## src/rtl/ddodo_pkg.sv

```systemverilog
`default_nettype none
package ddodo_pkg;

  // Tunable parameters of the arithmetic
  localparam int ANGLE_BITS    = 16;
  localparam int CORDIC_STEPS  = 16;
  localparam int POS_FRAC_BITS = 12;

  // Field and datapath widths
  localparam int CNT_W     = 32;
  localparam int DELTA_W   = 16;
  localparam int SUM_W     = DELTA_W + 1;
  localparam int REG_W     = 24;
  localparam int HEAD_W    = 24;
  localparam int HDG_OUT_W = 16;
  localparam int POS_W     = 32;
  localparam int TRAV_W    = 24;
  localparam int DTH_W     = 26;
  localparam int CS_W      = 32;
  localparam int TURN_W    = 32;
  localparam int Z_W       = TURN_W + 1;
  localparam int MA_W      = CS_W + 1;
  localparam int MB_W      = REG_W + 1;
  localparam int PROD_W    = MA_W + MB_W;
  localparam int IT_W      = $clog2(CORDIC_STEPS);
  localparam int ATAN_N    = 24;
  localparam int ATAN_IDX_W = $clog2(ATAN_N);

  // Rounding shifts
  localparam int TRAV_SH = 25 - POS_FRAC_BITS;
  localparam int TURN_SH = 16;
  localparam int CS_SH   = 30;

  localparam logic signed [CS_W-1:0]    CORDIC_GAIN = 32'sd652032874;
  localparam logic signed [DELTA_W-1:0] DELTA_LIMIT = 16'sd32767;

  // Configuration register map
  localparam int CFG_IDX_W = 2;
  localparam logic [CFG_IDX_W-1:0] CFG_MM_PER_COUNT   = 2'd0;
  localparam logic [CFG_IDX_W-1:0] CFG_TURN_PER_COUNT = 2'd1;
  localparam logic [CFG_IDX_W-1:0] CFG_TURN_NEGATE    = 2'd2;
  localparam logic [REG_W-1:0] MM_PER_COUNT_RST   = 24'd113821;
  localparam logic [REG_W-1:0] TURN_PER_COUNT_RST = 24'd11263900;

  // Micro-operations of the datapath
  typedef enum logic [3:0] {
    OP_NOP   = 4'd0,
    OP_DELTA = 4'd1,
    OP_MULT  = 4'd2,
    OP_RNDT  = 4'd3,
    OP_MULH  = 4'd4,
    OP_RNDH  = 4'd5,
    OP_MID   = 4'd6,
    OP_ITER  = 4'd7,
    OP_MULC  = 4'd8,
    OP_RNDX  = 4'd9,
    OP_MULS  = 4'd10,
    OP_RNDY  = 4'd11,
    OP_HEAD  = 4'd12,
    OP_DONE  = 4'd13
  } op_t;

  // Jump conditions
  typedef enum logic [1:0] {
    C_NONE  = 2'd0,
    C_NOREF = 2'd1,
    C_ITER  = 2'd2,
    C_OBUSY = 2'd3
  } cond_t;

  localparam int PC_W = 4;

  typedef struct packed {
    op_t             op;
    cond_t           cond;
    logic [PC_W-1:0] target;
  } cw_t;

  typedef struct packed {
    logic noref;
    logic iter_more;
  } dp_stat_t;

  // Program addresses
  localparam logic [PC_W-1:0] PC_DELTA = 4'd0;
  localparam logic [PC_W-1:0] PC_MULT  = 4'd1;
  localparam logic [PC_W-1:0] PC_RNDT  = 4'd2;
  localparam logic [PC_W-1:0] PC_MULH  = 4'd3;
  localparam logic [PC_W-1:0] PC_RNDH  = 4'd4;
  localparam logic [PC_W-1:0] PC_MID   = 4'd5;
  localparam logic [PC_W-1:0] PC_ITER  = 4'd6;
  localparam logic [PC_W-1:0] PC_MULC  = 4'd7;
  localparam logic [PC_W-1:0] PC_RNDX  = 4'd8;
  localparam logic [PC_W-1:0] PC_MULS  = 4'd9;
  localparam logic [PC_W-1:0] PC_RNDY  = 4'd10;
  localparam logic [PC_W-1:0] PC_HEAD  = 4'd11;
  localparam logic [PC_W-1:0] PC_DONE  = 4'd12;

  // Control store: one word per program step
  function automatic cw_t ucode(input logic [PC_W-1:0] pc);
    cw_t cw;
    cw = '{op: OP_DONE, cond: C_OBUSY, target: PC_DONE};
    case (pc)
      PC_DELTA: cw = '{op: OP_DELTA, cond: C_NOREF, target: PC_DONE};
      PC_MULT:  cw = '{op: OP_MULT,  cond: C_NONE,  target: PC_DELTA};
      PC_RNDT:  cw = '{op: OP_RNDT,  cond: C_NONE,  target: PC_DELTA};
      PC_MULH:  cw = '{op: OP_MULH,  cond: C_NONE,  target: PC_DELTA};
      PC_RNDH:  cw = '{op: OP_RNDH,  cond: C_NONE,  target: PC_DELTA};
      PC_MID:   cw = '{op: OP_MID,   cond: C_NONE,  target: PC_DELTA};
      PC_ITER:  cw = '{op: OP_ITER,  cond: C_ITER,  target: PC_ITER};
      PC_MULC:  cw = '{op: OP_MULC,  cond: C_NONE,  target: PC_DELTA};
      PC_RNDX:  cw = '{op: OP_RNDX,  cond: C_NONE,  target: PC_DELTA};
      PC_MULS:  cw = '{op: OP_MULS,  cond: C_NONE,  target: PC_DELTA};
      PC_RNDY:  cw = '{op: OP_RNDY,  cond: C_NONE,  target: PC_DELTA};
      PC_HEAD:  cw = '{op: OP_HEAD,  cond: C_NONE,  target: PC_DELTA};
      PC_DONE:  cw = '{op: OP_DONE,  cond: C_OBUSY, target: PC_DONE};
      default:  cw = '{op: OP_DONE,  cond: C_OBUSY, target: PC_DONE};
    endcase
    return cw;
  endfunction

  // Arctangent of 2^-i in units of 2^-32 turn
  function automatic logic [TURN_W-1:0] atan_turn(input logic [ATAN_IDX_W-1:0] i);
    logic [TURN_W-1:0] a;
    a = '0;
    case (i)
      5'd0:    a = 32'd536870912;
      5'd1:    a = 32'd316933406;
      5'd2:    a = 32'd167458907;
      5'd3:    a = 32'd85004756;
      5'd4:    a = 32'd42667331;
      5'd5:    a = 32'd21354465;
      5'd6:    a = 32'd10679838;
      5'd7:    a = 32'd5340245;
      5'd8:    a = 32'd2670163;
      5'd9:    a = 32'd1335087;
      5'd10:   a = 32'd667544;
      5'd11:   a = 32'd333772;
      5'd12:   a = 32'd166886;
      5'd13:   a = 32'd83443;
      5'd14:   a = 32'd41722;
      5'd15:   a = 32'd20861;
      5'd16:   a = 32'd10430;
      5'd17:   a = 32'd5215;
      5'd18:   a = 32'd2608;
      5'd19:   a = 32'd1304;
      5'd20:   a = 32'd652;
      5'd21:   a = 32'd326;
      5'd22:   a = 32'd163;
      5'd23:   a = 32'd81;
      default: a = '0;
    endcase
    return a;
  endfunction

endpackage
`default_nettype wire

```

## src/rtl/differential_drive_odometry_core.sv

```systemverilog
`default_nettype none
// Channel  | Direction | Handshake          | Payload
// ---------+-----------+--------------------+------------------------------------------
// in_      | input     | in_valid/in_stall  | left_count, right_count
// out_     | output    | out_valid/out_stall| pos_x, pos_y, heading, step_travel,
//          |           |                    | delta_clipped
// cfg_     | input     | cfg_we             | cfg_index, cfg_wdata (no read-back)
//
// After acceptance a request runs DELTA, MULT, RNDT, MULH, RNDH, MID, the ITER loop,
// MULC, RNDX, MULS, RNDY, HEAD and DONE; a new request is taken only back in idle.
// The CORDIC loop runs one micro-rotation per cycle on the shared datapath.
// The first request after reset only latches the counts and jumps from DELTA to DONE.
// Reset (rst_n low, synchronous) zeroes the pose and restores the register defaults.
// A stalled result sits in the output register while the next request is accepted.
module differential_drive_odometry_core import ddodo_pkg::*; (
  input  wire logic                    clk,
  input  wire logic                    rst_n,
  input  wire logic                    in_valid,
  output logic                         in_stall,
  input  wire logic signed [CNT_W-1:0] in_left_count,
  input  wire logic signed [CNT_W-1:0] in_right_count,
  output logic                         out_valid,
  input  wire logic                    out_stall,
  output logic signed [POS_W-1:0]      out_pos_x,
  output logic signed [POS_W-1:0]      out_pos_y,
  output logic [HDG_OUT_W-1:0]         out_heading,
  output logic signed [TRAV_W-1:0]     out_step_travel,
  output logic                         out_delta_clipped,
  input  wire logic                    cfg_we,
  input  wire logic [CFG_IDX_W-1:0]    cfg_index,
  input  wire logic [REG_W-1:0]        cfg_wdata
);

  typedef enum logic [1:0] {
    S_IDLE = 2'b01,
    S_RUN  = 2'b10
  } seq_state_t;

  seq_state_t       state_r;
  logic [PC_W-1:0]  pc_r;
  logic [CNT_W-1:0] left_r, right_r;
  logic [REG_W-1:0] mm_r, turn_r;
  logic             neg_r;
  logic             out_valid_r;

  cw_t              cw;
  dp_stat_t         stat;
  logic             out_busy;
  logic             take_jump;
  logic             finish;

  logic signed [POS_W-1:0]  dp_x, dp_y;
  logic [HEAD_W-1:0]        dp_head;
  logic signed [TRAV_W-1:0] dp_trav;
  logic                     dp_clip;

  // Configuration registers
  always_ff @(posedge clk) begin
    if (!rst_n) begin
      mm_r   <= MM_PER_COUNT_RST;
      turn_r <= TURN_PER_COUNT_RST;
      neg_r  <= 1'b0;
    end else if (cfg_we) begin
      case (cfg_index)
        CFG_MM_PER_COUNT:   mm_r   <= cfg_wdata;
        CFG_TURN_PER_COUNT: turn_r <= cfg_wdata;
        CFG_TURN_NEGATE:    neg_r  <= cfg_wdata[0];
        default: ;
      endcase
    end
  end

  // Fetch control word; idle issues no operation
  always_comb begin
    if (state_r == S_RUN) begin
      cw = ucode(pc_r);
    end else begin
      cw = '{op: OP_NOP, cond: C_NONE, target: PC_DELTA};
    end
  end

  // Evaluate jump condition
  assign out_busy = out_valid_r & out_stall;
  always_comb begin
    case (cw.cond)
      C_NONE:  take_jump = 1'b0;
      C_NOREF: take_jump = stat.noref;
      C_ITER:  take_jump = stat.iter_more;
      C_OBUSY: take_jump = out_busy;
      default: take_jump = 1'b0;
    endcase
  end
  assign finish = (cw.op == OP_DONE) & ~out_busy;

  // Sequencer: accept a request, step the program, return to idle
  always_ff @(posedge clk) begin
    if (!rst_n) begin
      state_r <= S_IDLE;
      pc_r    <= PC_DELTA;
    end else begin
      case (state_r)
        S_IDLE: begin
          if (in_valid) begin
            state_r <= S_RUN;
            pc_r    <= PC_DELTA;
          end
        end
        S_RUN: begin
          if (finish) begin
            state_r <= S_IDLE;
          end else if (take_jump) begin
            pc_r <= cw.target;
          end else begin
            pc_r <= pc_r + PC_W'(1);
          end
        end
        default: state_r <= S_IDLE;
      endcase
    end
  end

  // Hold the accepted counts for the run
  always_ff @(posedge clk) begin
    if (state_r == S_IDLE && in_valid) begin
      left_r  <= in_left_count;
      right_r <= in_right_count;
    end
  end

  assign in_stall = (state_r != S_IDLE);

  ddodo_dp u_dp (
    .clk              (clk),
    .rst_n            (rst_n),
    .cw               (cw),
    .left_count       (left_r),
    .right_count      (right_r),
    .mm_per_count     (mm_r),
    .turn_per_count   (turn_r),
    .turn_sign_negate (neg_r),
    .stat             (stat),
    .pos_x            (dp_x),
    .pos_y            (dp_y),
    .acc_heading      (dp_head),
    .step_travel      (dp_trav),
    .delta_clipped    (dp_clip)
  );

  // Output register: load on finish, drop once taken
  always_ff @(posedge clk) begin
    if (!rst_n) begin
      out_valid_r <= 1'b0;
    end else if (finish) begin
      out_valid_r <= 1'b1;
    end else if (!out_stall) begin
      out_valid_r <= 1'b0;
    end
  end

  always_ff @(posedge clk) begin
    if (finish) begin
      out_pos_x         <= dp_x;
      out_pos_y         <= dp_y;
      out_heading       <= dp_head[HEAD_W-1 -: HDG_OUT_W];
      out_step_travel   <= dp_trav;
      out_delta_clipped <= dp_clip;
    end
  end

  assign out_valid = out_valid_r;

endmodule
`default_nettype wire

```

## src/rtl/ddodo_dp.sv

```systemverilog
`default_nettype none
module ddodo_dp import ddodo_pkg::*; (
  input  wire logic                     clk,
  input  wire logic                     rst_n,
  input  wire cw_t                      cw,
  input  wire logic [CNT_W-1:0]         left_count,
  input  wire logic [CNT_W-1:0]         right_count,
  input  wire logic [REG_W-1:0]         mm_per_count,
  input  wire logic [REG_W-1:0]         turn_per_count,
  input  wire logic                     turn_sign_negate,
  output dp_stat_t                      stat,
  output logic signed [POS_W-1:0]       pos_x,
  output logic signed [POS_W-1:0]       pos_y,
  output logic [HEAD_W-1:0]             acc_heading,
  output logic signed [TRAV_W-1:0]      step_travel,
  output logic                          delta_clipped
);

  // Odometry state
  logic [CNT_W-1:0]         last_l_r, last_r_r;
  logic signed [POS_W-1:0]  ax_r, ay_r;
  logic [HEAD_W-1:0]        ah_r;
  logic                     have_r;

  // Work registers
  logic signed [DELTA_W-1:0] dl_r, dr_r;
  logic                      clip_r;
  logic signed [TRAV_W-1:0]  trav_r;
  logic signed [DTH_W-1:0]   dth_r;
  logic signed [CS_W-1:0]    cx_r, cy_r;
  logic signed [Z_W-1:0]     cz_r;
  logic                      flip_r;
  logic [IT_W-1:0]           it_r;
  logic signed [PROD_W-1:0]  prod_r;

  // Combinational values
  logic [DELTA_W:0]          dl_c, dr_c;
  logic signed [SUM_W-1:0]   sum_c, diff_c, diffn_c;
  logic signed [MA_W-1:0]    ma_c;
  logic signed [MB_W-1:0]    mb_c;
  logic signed [PROD_W-1:0]  rnd_c;
  logic [DTH_W:0]            dth_t;
  logic [HEAD_W-1:0]         mid_nxt;
  logic [TURN_W-1:0]         t_nxt;
  logic signed [CS_W-1:0]    sx_c, sy_c;
  logic [Z_W-1:0]            at_c;
  logic [POS_W:0]            sum_x, sum_y;
  logic signed [POS_W-1:0]   sat_x, sat_y;
  logic                      trav_fits;

  // Wrapped count difference saturated to the delta limit: {clip, value}
  function automatic logic [DELTA_W:0] sat_delta(input logic [CNT_W-1:0] now,
                                                 input logic [CNT_W-1:0] prev);
    logic signed [CNT_W-1:0] d;
    logic                    hi, lo;
    d  = $signed(now - prev);
    hi = d > CNT_W'(DELTA_LIMIT);
    lo = d < -CNT_W'(DELTA_LIMIT);
    if (hi) return {1'b1, DELTA_LIMIT};
    if (lo) return {1'b1, -DELTA_LIMIT};
    return {1'b0, d[DELTA_W-1:0]};
  endfunction

  // Shift right by sh, rounding half away from zero
  function automatic logic signed [PROD_W-1:0] round_sh(input logic signed [PROD_W-1:0] v,
                                                        input int sh);
    logic [PROD_W:0] half;
    logic [PROD_W:0] t;
    half = (PROD_W+1)'(1) << (sh - 1);
    t    = {v[PROD_W-1], v} + half - {{PROD_W{1'b0}}, v[PROD_W-1]};
    return PROD_W'($signed(t) >>> sh);
  endfunction

  // Count differences and their sum and turn difference
  always_comb begin
    dl_c    = sat_delta(left_count, last_l_r);
    dr_c    = sat_delta(right_count, last_r_r);
    sum_c   = SUM_W'(dl_r) + SUM_W'(dr_r);
    diff_c  = SUM_W'(dr_r) - SUM_W'(dl_r);
    diffn_c = turn_sign_negate ? -diff_c : diff_c;
  end

  // Select multiplier operands
  always_comb begin
    ma_c = '0;
    mb_c = '0;
    case (cw.op)
      OP_MULT: begin
        ma_c = MA_W'(sum_c);
        mb_c = $signed({1'b0, mm_per_count});
      end
      OP_MULH: begin
        ma_c = MA_W'(diffn_c);
        mb_c = $signed({1'b0, turn_per_count});
      end
      OP_MULC: begin
        ma_c = flip_r ? -MA_W'(cx_r) : MA_W'(cx_r);
        mb_c = MB_W'(trav_r);
      end
      OP_MULS: begin
        ma_c = flip_r ? -MA_W'(cy_r) : MA_W'(cy_r);
        mb_c = MB_W'(trav_r);
      end
      default: begin
        ma_c = '0;
        mb_c = '0;
      end
    endcase
  end

  // Rounding of the product, shift chosen by the step
  always_comb begin
    case (cw.op)
      OP_RNDT: rnd_c = round_sh(prod_r, TRAV_SH);
      OP_RNDH: rnd_c = round_sh(prod_r, TURN_SH);
      default: rnd_c = round_sh(prod_r, CS_SH);
    endcase
    trav_fits = (rnd_c[PROD_W-1:TRAV_W-1] == '0) || (rnd_c[PROD_W-1:TRAV_W-1] == '1);
  end

  // Midpoint heading and its angle for the CORDIC; the quadrant fold is in OP_MID
  always_comb begin
    dth_t   = {dth_r[DTH_W-1], dth_r} + {{DTH_W{1'b0}}, ~dth_r[DTH_W-1]};
    mid_nxt = ah_r + dth_t[HEAD_W:1];
    t_nxt   = {mid_nxt[HEAD_W-1 -: ANGLE_BITS], {(TURN_W-ANGLE_BITS){1'b0}}};
  end

  // CORDIC micro-rotation terms
  always_comb begin
    sx_c = cx_r >>> it_r;
    sy_c = cy_r >>> it_r;
    at_c = Z_W'(atan_turn(ATAN_IDX_W'(it_r)));
  end

  // Position accumulate with saturation
  always_comb begin
    sum_x = {ax_r[POS_W-1], ax_r} + rnd_c[POS_W:0];
    sum_y = {ay_r[POS_W-1], ay_r} + rnd_c[POS_W:0];
    if (sum_x[POS_W] != sum_x[POS_W-1]) begin
      sat_x = sum_x[POS_W] ? {1'b1, {(POS_W-1){1'b0}}} : {1'b0, {(POS_W-1){1'b1}}};
    end else begin
      sat_x = $signed(sum_x[POS_W-1:0]);
    end
    if (sum_y[POS_W] != sum_y[POS_W-1]) begin
      sat_y = sum_y[POS_W] ? {1'b1, {(POS_W-1){1'b0}}} : {1'b0, {(POS_W-1){1'b1}}};
    end else begin
      sat_y = $signed(sum_y[POS_W-1:0]);
    end
  end

  // Pose and reference state
  always_ff @(posedge clk) begin
    if (!rst_n) begin
      last_l_r <= '0;
      last_r_r <= '0;
      ax_r     <= '0;
      ay_r     <= '0;
      ah_r     <= '0;
      have_r   <= 1'b0;
    end else begin
      case (cw.op)
        OP_DELTA: begin
          last_l_r <= left_count;
          last_r_r <= right_count;
          have_r   <= 1'b1;
        end
        OP_RNDX: ax_r <= sat_x;
        OP_RNDY: ay_r <= sat_y;
        OP_HEAD: ah_r <= ah_r + dth_r[HEAD_W-1:0];
        default: ;
      endcase
    end
  end

  // Work registers: one operation per step
  always_ff @(posedge clk) begin
    case (cw.op)
      OP_DELTA: begin
        dl_r   <= $signed(dl_c[DELTA_W-1:0]);
        dr_r   <= $signed(dr_c[DELTA_W-1:0]);
        clip_r <= have_r & (dl_c[DELTA_W] | dr_c[DELTA_W]);
        trav_r <= '0;
      end
      OP_MULT, OP_MULH, OP_MULC, OP_MULS: prod_r <= ma_c * mb_c;
      OP_RNDT: begin
        if (trav_fits) begin
          trav_r <= rnd_c[TRAV_W-1:0];
        end else begin
          trav_r <= rnd_c[PROD_W-1] ? {1'b1, {(TRAV_W-1){1'b0}}}
                                    : {1'b0, {(TRAV_W-1){1'b1}}};
        end
      end
      OP_RNDH: dth_r <= rnd_c[DTH_W-1:0];
      OP_MID: begin
        flip_r <= t_nxt[TURN_W-1] ^ t_nxt[TURN_W-2];
        cz_r   <= $signed({t_nxt[TURN_W-1] ^ t_nxt[TURN_W-2] ^ t_nxt[TURN_W-1],
                           t_nxt[TURN_W-1] ^ t_nxt[TURN_W-2] ^ t_nxt[TURN_W-1],
                           t_nxt[TURN_W-2:0]});
        cx_r   <= CORDIC_GAIN;
        cy_r   <= '0;
        it_r   <= '0;
      end
      OP_ITER: begin
        if (!cz_r[Z_W-1]) begin
          cx_r <= cx_r - sy_c;
          cy_r <= cy_r + sx_c;
          cz_r <= cz_r - $signed(at_c);
        end else begin
          cx_r <= cx_r + sy_c;
          cy_r <= cy_r - sx_c;
          cz_r <= cz_r + $signed(at_c);
        end
        it_r <= it_r + IT_W'(1);
      end
      default: ;
    endcase
  end

  // Status to the sequencer and results
  assign stat.noref     = ~have_r;
  assign stat.iter_more = (it_r != IT_W'(CORDIC_STEPS - 1));
  assign pos_x          = ax_r;
  assign pos_y          = ay_r;
  assign acc_heading    = ah_r;
  assign step_travel    = trav_r;
  assign delta_clipped  = clip_r;

endmodule
`default_nettype wire

```

## config.mk

```make
export PLATFORM = sky130hd
export DESIGN_NAME = differential_drive_odometry_core
export DESIGN_NICKNAME = d
export VERILOG_FILES = /design/src/rtl/ddodo_pkg.sv /design/src/rtl/differential_drive_odometry_core.sv /design/src/rtl/ddodo_dp.sv
export SDC_FILE = /design/constraint.sdc
export NUM_CORES = 2
export LEC_CHECK = 0
export ABC_AREA = 1
export ABC_CLOCK_PERIOD_IN_PS = 8600
export BUFFER_PORTS_ARGS = -buffer_cell sky130_fd_sc_hd__buf_4
export CORE_ASPECT_RATIO = 0.75
export CORE_MARGIN = 2
export CORE_UTILIZATION = 59
export DETAILED_ROUTE_END_ITERATION = 8
export MAX_ROUTING_LAYER = met4
export PLACE_DENSITY = 0.8
export REMOVE_ABC_BUFFERS = 1
export SETUP_SLACK_MARGIN = 0.5
export SYNTH_ARGS = -nofsm -noshare
export SYNTH_HDL_FRONTEND = slang
export SYNTH_SLANG_ARGS = --single-unit
```

## constraint.sdc

```tcl
create_clock -name clk -period 8.6 [get_ports clk]
set_clock_uncertainty 0.05 [all_clocks]
set_input_delay 2.58 -clock clk [delete_from_list [all_inputs] [get_ports clk]]
set_output_delay 2.58 -clock clk [all_outputs]
set_load 0.02 [all_outputs]
```

### Word-level counts from Yosys, hierarchy flattened

Memory sizes are Yosys's and may differ from the RTL's. A register that Yosys moved wholly into a read port is not among the register bits.
Cells that the tools add are included.

* register bits after elaboration: 621
* bits in read-only memories: 624
* bits of input ports: 95
* output and inout bits: 107
* word-level logic and storage cells: 166
* memories kept: 2

Memories
* (name not given): words 16, bits a word 30, rd ports 1, clocked after Yosys merged registers in 1, write ports 0, RTL line ddodo_pkg.sv:126 `case (i)`
* (name not given): words 16, bits a word 9, rd ports 1, clocked after Yosys merged registers in 1, write ports 0, RTL line ddodo_pkg.sv:103 `case (pc)`

* $add $sub $neg: 26
* multipliers: 1
* $lt $le $gt $ge: 4
* eq/ne operators: 29
* shift operators: 2
* muxes and demuxes: 48
* bitwise operators: 9
* reductions and logical operators: 15

Operators with widths (number)
* $mux 32: 6
* $sub 59x1->59: 3
* $mux 17: 9
* $pmux 33 s4: 1
* $pmux 32 s2: 2
* $sub 32x32->32: 4
* $pmux 58 s2: 1
* $add 33x33->33: 3
* $mux 33: 3
* $pmux 25 s3: 1
* $neg 32->33: 2
* $pmux 33 s2: 1
* $add 32x32->32: 2
* $gt 32x16->1 const B: 2
* $lt 32x16->1 const B: 2
* $sshr 32x4->32: 2
* $add 58x14->59 const B: 1
* $add 58x17->59 const B: 1
* $add 58x31->59 const B: 1
* $mul 33x25->58: 1
* $add 24x24->24: 2
* $mux 24: 2
* $pmux 24 s2: 1
* $eq 35x35->1 const B: 1
* 36 further kinds: 80

### Longest topological paths before layout

* word-level depth: 9
* gate-level depth with buffers: 51
* mapped depth without buffers: 49

### Cells and area by module

Synthesis repeated with hierarchy kept, for this count alone.

* cells, all modules: 11452
* area total of the unflattened synthesis: 84287.1 µm²

By module, submodules not included
* ddodo_dp: instances 1, cells an instance 10949, area each 76629.7 µm², sequential area each 10960.5 µm²
* differential_drive_odometry_core: instances 1, cells an instance 503, area each 7657.3 µm², sequential area each 6356.1 µm²

### Least setup slack after synthesis

No wires, ideal clock.

* path type: register to register
* from: register u_dp.dl_r[0]
* to: register u_dp.prod_r[57], data pin
* setup time: 0.262 ns
* arrival: 8.935 ns
* data required time: 8.288 ns
* setup slack: -0.647 ns
* stages on the path, launching flop included: 42
* buffers on the path: 2
* clock period less this slack: 9.247 ns
* cells stage by stage: edfxtp_1 > ha_1 > fa_1 > nand3b_1 > nand2_1 > a31oi_1 > o21bai_1 > xor2_1 > nand2_1 > nor2_1 > nand3_1 > nand3_1 > nand3_2 > buf_12 > nand3_4 > buf_2 > nand2_1 > fa_1 > [6 not listed] > fa_1 > fa_1 > inv_1 > fa_1 > inv_1 > ha_1 > nand2_1 > nor2_1 > inv_1 > nor4_1 > nand3_1 > nand3_1 > nand2_1 > nand2_1 > nand2_1 > o211ai_1 > a21oi_1 > xor2_1

* longest elaborated chain between the ends: 5
* elaborated cells between the ends (all ways): 6
* classes of those cells: add/sub (3); mul (1); mux (2)

RTL lines
* from (decl): RTL line ddodo_dp.sv:26 `logic signed [DELTA_W-1:0] dl_r, dr_r;`
* from (signal assigned): RTL line ddodo_dp.sv:179 `dl_r <= $signed(dl_c[DELTA_W-1:0]);`
* $sub 16x16->17: RTL line ddodo_dp.sv:79 `diff_c = SUM_W'(dr_r) - SUM_W'(dl_r);`
* $neg 17->17: RTL line ddodo_dp.sv:80 `diffn_c = turn_sign_negate ? -diff_c : diff_c;`
* $mux 17: RTL line ddodo_dp.sv:80
* $pmux 33 s4 (*): RTL line ddodo_dp.sv:87 `case (cw.op)`
* $mul 33x25->58 (*): RTL line ddodo_dp.sv:184 `OP_MULT, OP_MULH, OP_MULC, OP_MULS: prod_r <= ma_c * mb_c;`
* to (signal assigned): RTL line ddodo_dp.sv:184
* to (decl): RTL line ddodo_dp.sv:34 `logic signed [PROD_W-1:0] prod_r;`

Mark *: on every way between the ends. The rest lies on a longest branch, timed or not.
A chain may end at the register's enable or synchronous reset.

### Worst setup path in the final report

* from: register u_dp.dl_r[0]
* to: register u_dp.prod_r[53], data pin

The elaborated chain is that of the path after synthesis.

==> run summary <==
Synth area leaders -> fa_1 20%, edfxtp_1 15%, nand2_1 12%, inv_1 9.9%, ha_1 8.0%
Fin crit period -> 9.41 ns
Initial DRC Count -> 10100
Setup WS pre-CTS -> -0.959 ns
Post-synthesis mux area share -> 0.00355
Outcome -> complete, but fails checks
WP data arrival -> 9.75 ns
I/O pin count -> 202
Root Buffer -> clkbuf_16
Die width -> 441 um
Max FO, Critical Path -> 5
Post-Synth Simple-Gate Area -> 0.215
Area Growth Syn to Fin -> 19.1%
Layout cells sized above 1 -> 0.167
Worst Setup Start Kind -> register
Wire per inst -> 21.6 um
EDFF count, synth -> 412
Crit path required time -> 8.95 ns
Antenna Violating Nets Remaining -> 0
Skew-Pair Late Insertion Delay -> 0.69 ns
Compound-cell area share of the yosys netlist -> 0.134
GRT overflow -> 0
Distinct cells, synth -> 79
Fmax -> 106 MHz
Most frequent cells in the layout -> 2522 x nand2_1, 2140 x inv_1, 1075 x buf_4, 828 x a21oi_1, 797 x fa_1
Worst-Margin Slew -> 1.27 ns
Clock Pin Slew Worst Setup and Hold Paths -> 0.07 ns
Detailed Route WL -> 311000 um
Overall routing resource usage -> 0.425
# setup viols final -> 41
Post-synthesis sequential area ratio -> 0.205
Synth Area in Adders -> 0.281
Crit end category -> register
Failing checks -> setup timing
IO buf count -> 201
Vias -> 83700
Worst slew margin -> 0.156
Post-cts hold buffer count -> 0
Vias in the first global route -> 80600
CTS HTree Levels -> 3
Top cell type's share of synthesized area -> 0.202
Gpl congestion -> 1.06
Chip height -> 332 um
Synth Instances -> 11500
Avg Vias per Cell -> 5.81
Full die area -> 146000 um^2
Synth area leader -> fa_1
CP Class -> register to register
Most common cell after layout, fill and taps aside -> nand2_1
Synth Flop Type -> edfxtp_1
Slew Viols, Final -> 0
Max Cap Violations -> 0
Pre-antenna DRT Iters -> 9
Largest net degree at the start of global routing -> 122
Worst Hold Class -> register to register
Largest family of logic cells by synthesized area -> adder cells
Util after Layout -> 0.707
RSZ-0062 raised after global routing -> true
Initial Utilization -> 0.594
TNS Setup -> -20.19 ns
CP max stage delay -> 0.67 ns
Power per cell area -> 72.2 nW/um^2
Initial antenna violation count -> 7
Avg Inst Size Synth -> 7.37 um^2
Post-Syn Area -> 84600 um^2
Critical-path top delay cell -> fa_2
First-pass GRT wire length -> 466000 um
Final HPWL from detailed placement -> 246000 um
Final period util -> 1.09
Synth Area in XOR/XNOR -> 0.0383
Fin. Hold Viols -> 0
Synth Warn # -> 0
Maximum vdd ir drop -> 0.166 mV
Post-synth ARST share -> 0
Core ar. -> 142000 um^2
CTS max path bufs -> 3
Leak -> 51.0 nW
Clock Sink Count -> 659
Nets -> 13900
CTS tree -> built
Row cnt -> 120
Synthesis-stage register bit count -> 659
CTS buffer count -> 70
Most Frequent Cell on Critical Path -> fa_1
DR DRC count -> 0
Final setup margin -> -0.806 ns
-- per-layer routing --
layer,vias to the layer above,share of wire,GRT usage
met1,39600,0.40,0.583
li1,38300,-,-
met5,-,0,-
met4,0,0.043,0.140
met2,5006,0.42,0.610
met3,839,0.13,0.109
-- path summary, 6_finish.rpt --
path / cells after the start / start / to / slack, ns
min: 2 / u_dp.last_r_r[8] / u_dp.last_r_r[8] / 0.41
max: 47 / u_dp.dl_r[0] / u_dp.prod_r[53] / -0.81
min reg2reg: 2 / u_dp.last_r_r[8] / u_dp.last_r_r[8] / 0.41
max reg2reg: 47 / u_dp.dl_r[0] / u_dp.prod_r[53] / -0.81
-- power by group --
| group | switching, mW | internal (mW) |
|---|---|---|
| Sequential | 0.0291 | 3.39 |
| Clock | 1.41 | 1.74 |
| Combinational | 0.454 | 0.250 |
| Total | 1.89 | 5.38 |
-- registers in the layout, indices dropped and copies added, names as in the netlist, 30 cells and up, named ones only --
name           flops
u_dp.cx_r         32
u_dp.last_l_r     32
u_dp.cz_r         33
u_dp.pos_x        32
u_dp.cy_r         32
u_dp.prod_r       58
out_pos_y         32
right_r           32
u_dp.last_r_r     32
left_r            32
out_pos_x         32
u_dp.pos_y        32
u_dp.at_c         30
-- stage by stage --
step                      total power, mW  cells  hold slack, ns  area, um^2
after floorplan                      3.90  11100           0.350       82900
after global placement               4.13  14100           0.388       94200
after detailed placement             4.14  14100           0.396       94200
after CTS                            7.27  14300           0.409       98900
after global routing                 7.49  14400           0.423      101000
final                                7.27  14400           0.408      101000
-- repair_timing --
item	4_1_cts	5_1_grt
cloned	4	2
pin swaps	138	171
endpoints found under the setup margin	46	47
buffers inserted	98	68
resized for setup	349	337
-- synth_stat cells, drive strengths merged (5+ instances only) --
| cell type | n |
|---|---|
| nor4 | 36 |
| nand4 | 91 |
| nor3 | 133 |
| dfxtp | 247 |
| buf | 163 |
| nand2 | 2609 |
| a21oi | 908 |
| nand3b | 33 |
| fa | 852 |
| inv | 2301 |
| mux2i | 30 |
| a21o | 23 |
| xor2 | 254 |
| o221a | 5 |
| clkinv | 16 |
| o22ai | 8 |
| o221ai | 18 |
| o31ai | 27 |
| a31oi | 70 |
| ha | 539 |
| a221oi | 16 |
| o21ai | 776 |
| nor2 | 871 |
| or2 | 34 |
| o21bai | 37 |
| edfxtp | 412 |
| o21a | 50 |
| a22oi | 5 |
| nand3 | 486 |
| o211ai | 48 |
| xnor2 | 113 |
| a21boi | 31 |
| a211oi | 9 |
| clkbuf | 189 |
| and2 | 9 |
-- worst max-delay path, delay by kind of cell, from the launching register on --
kind / cells / cell delay (ns)
adders and majority gates: 10 / 4.56
and+or+nand+nor: 15 / 1.48
buffers and inverters: 13 / 1.27
AOI/OAI and AO/OA: 7 / 1.00
DFF: 1 / 0.40
xor gates and xnor gates: 2 / 0.35
-- logic make-up (layout without fill, tap and decap cells) --
family	after synthesis	count (layout)
compound gates	2051	2051
other cells	0	7
fa+ha+maj	1391	1391
buf+inv	2669	3700
flops	659	659
xor+xnor	368	368
mux	30	30
simple gates	4310	4310
-- cell type report --
cell class / count / area [um^2]
Timing Repair Buffer: 1254 / 10900
Clock inverter: 42 / 422
Fill cell: 11200 / 41700
Sequential cell: 659 / 17300
Clock buffer: 87 / 1920
Multi-Input combinational cell: 8150 / 59100
Tap cell: 1891 / 2370
Inverter: 2317 / 8720
Antenna cell: 7 / 17.5
Note: power is estimated with default switching activity, not from simulation.
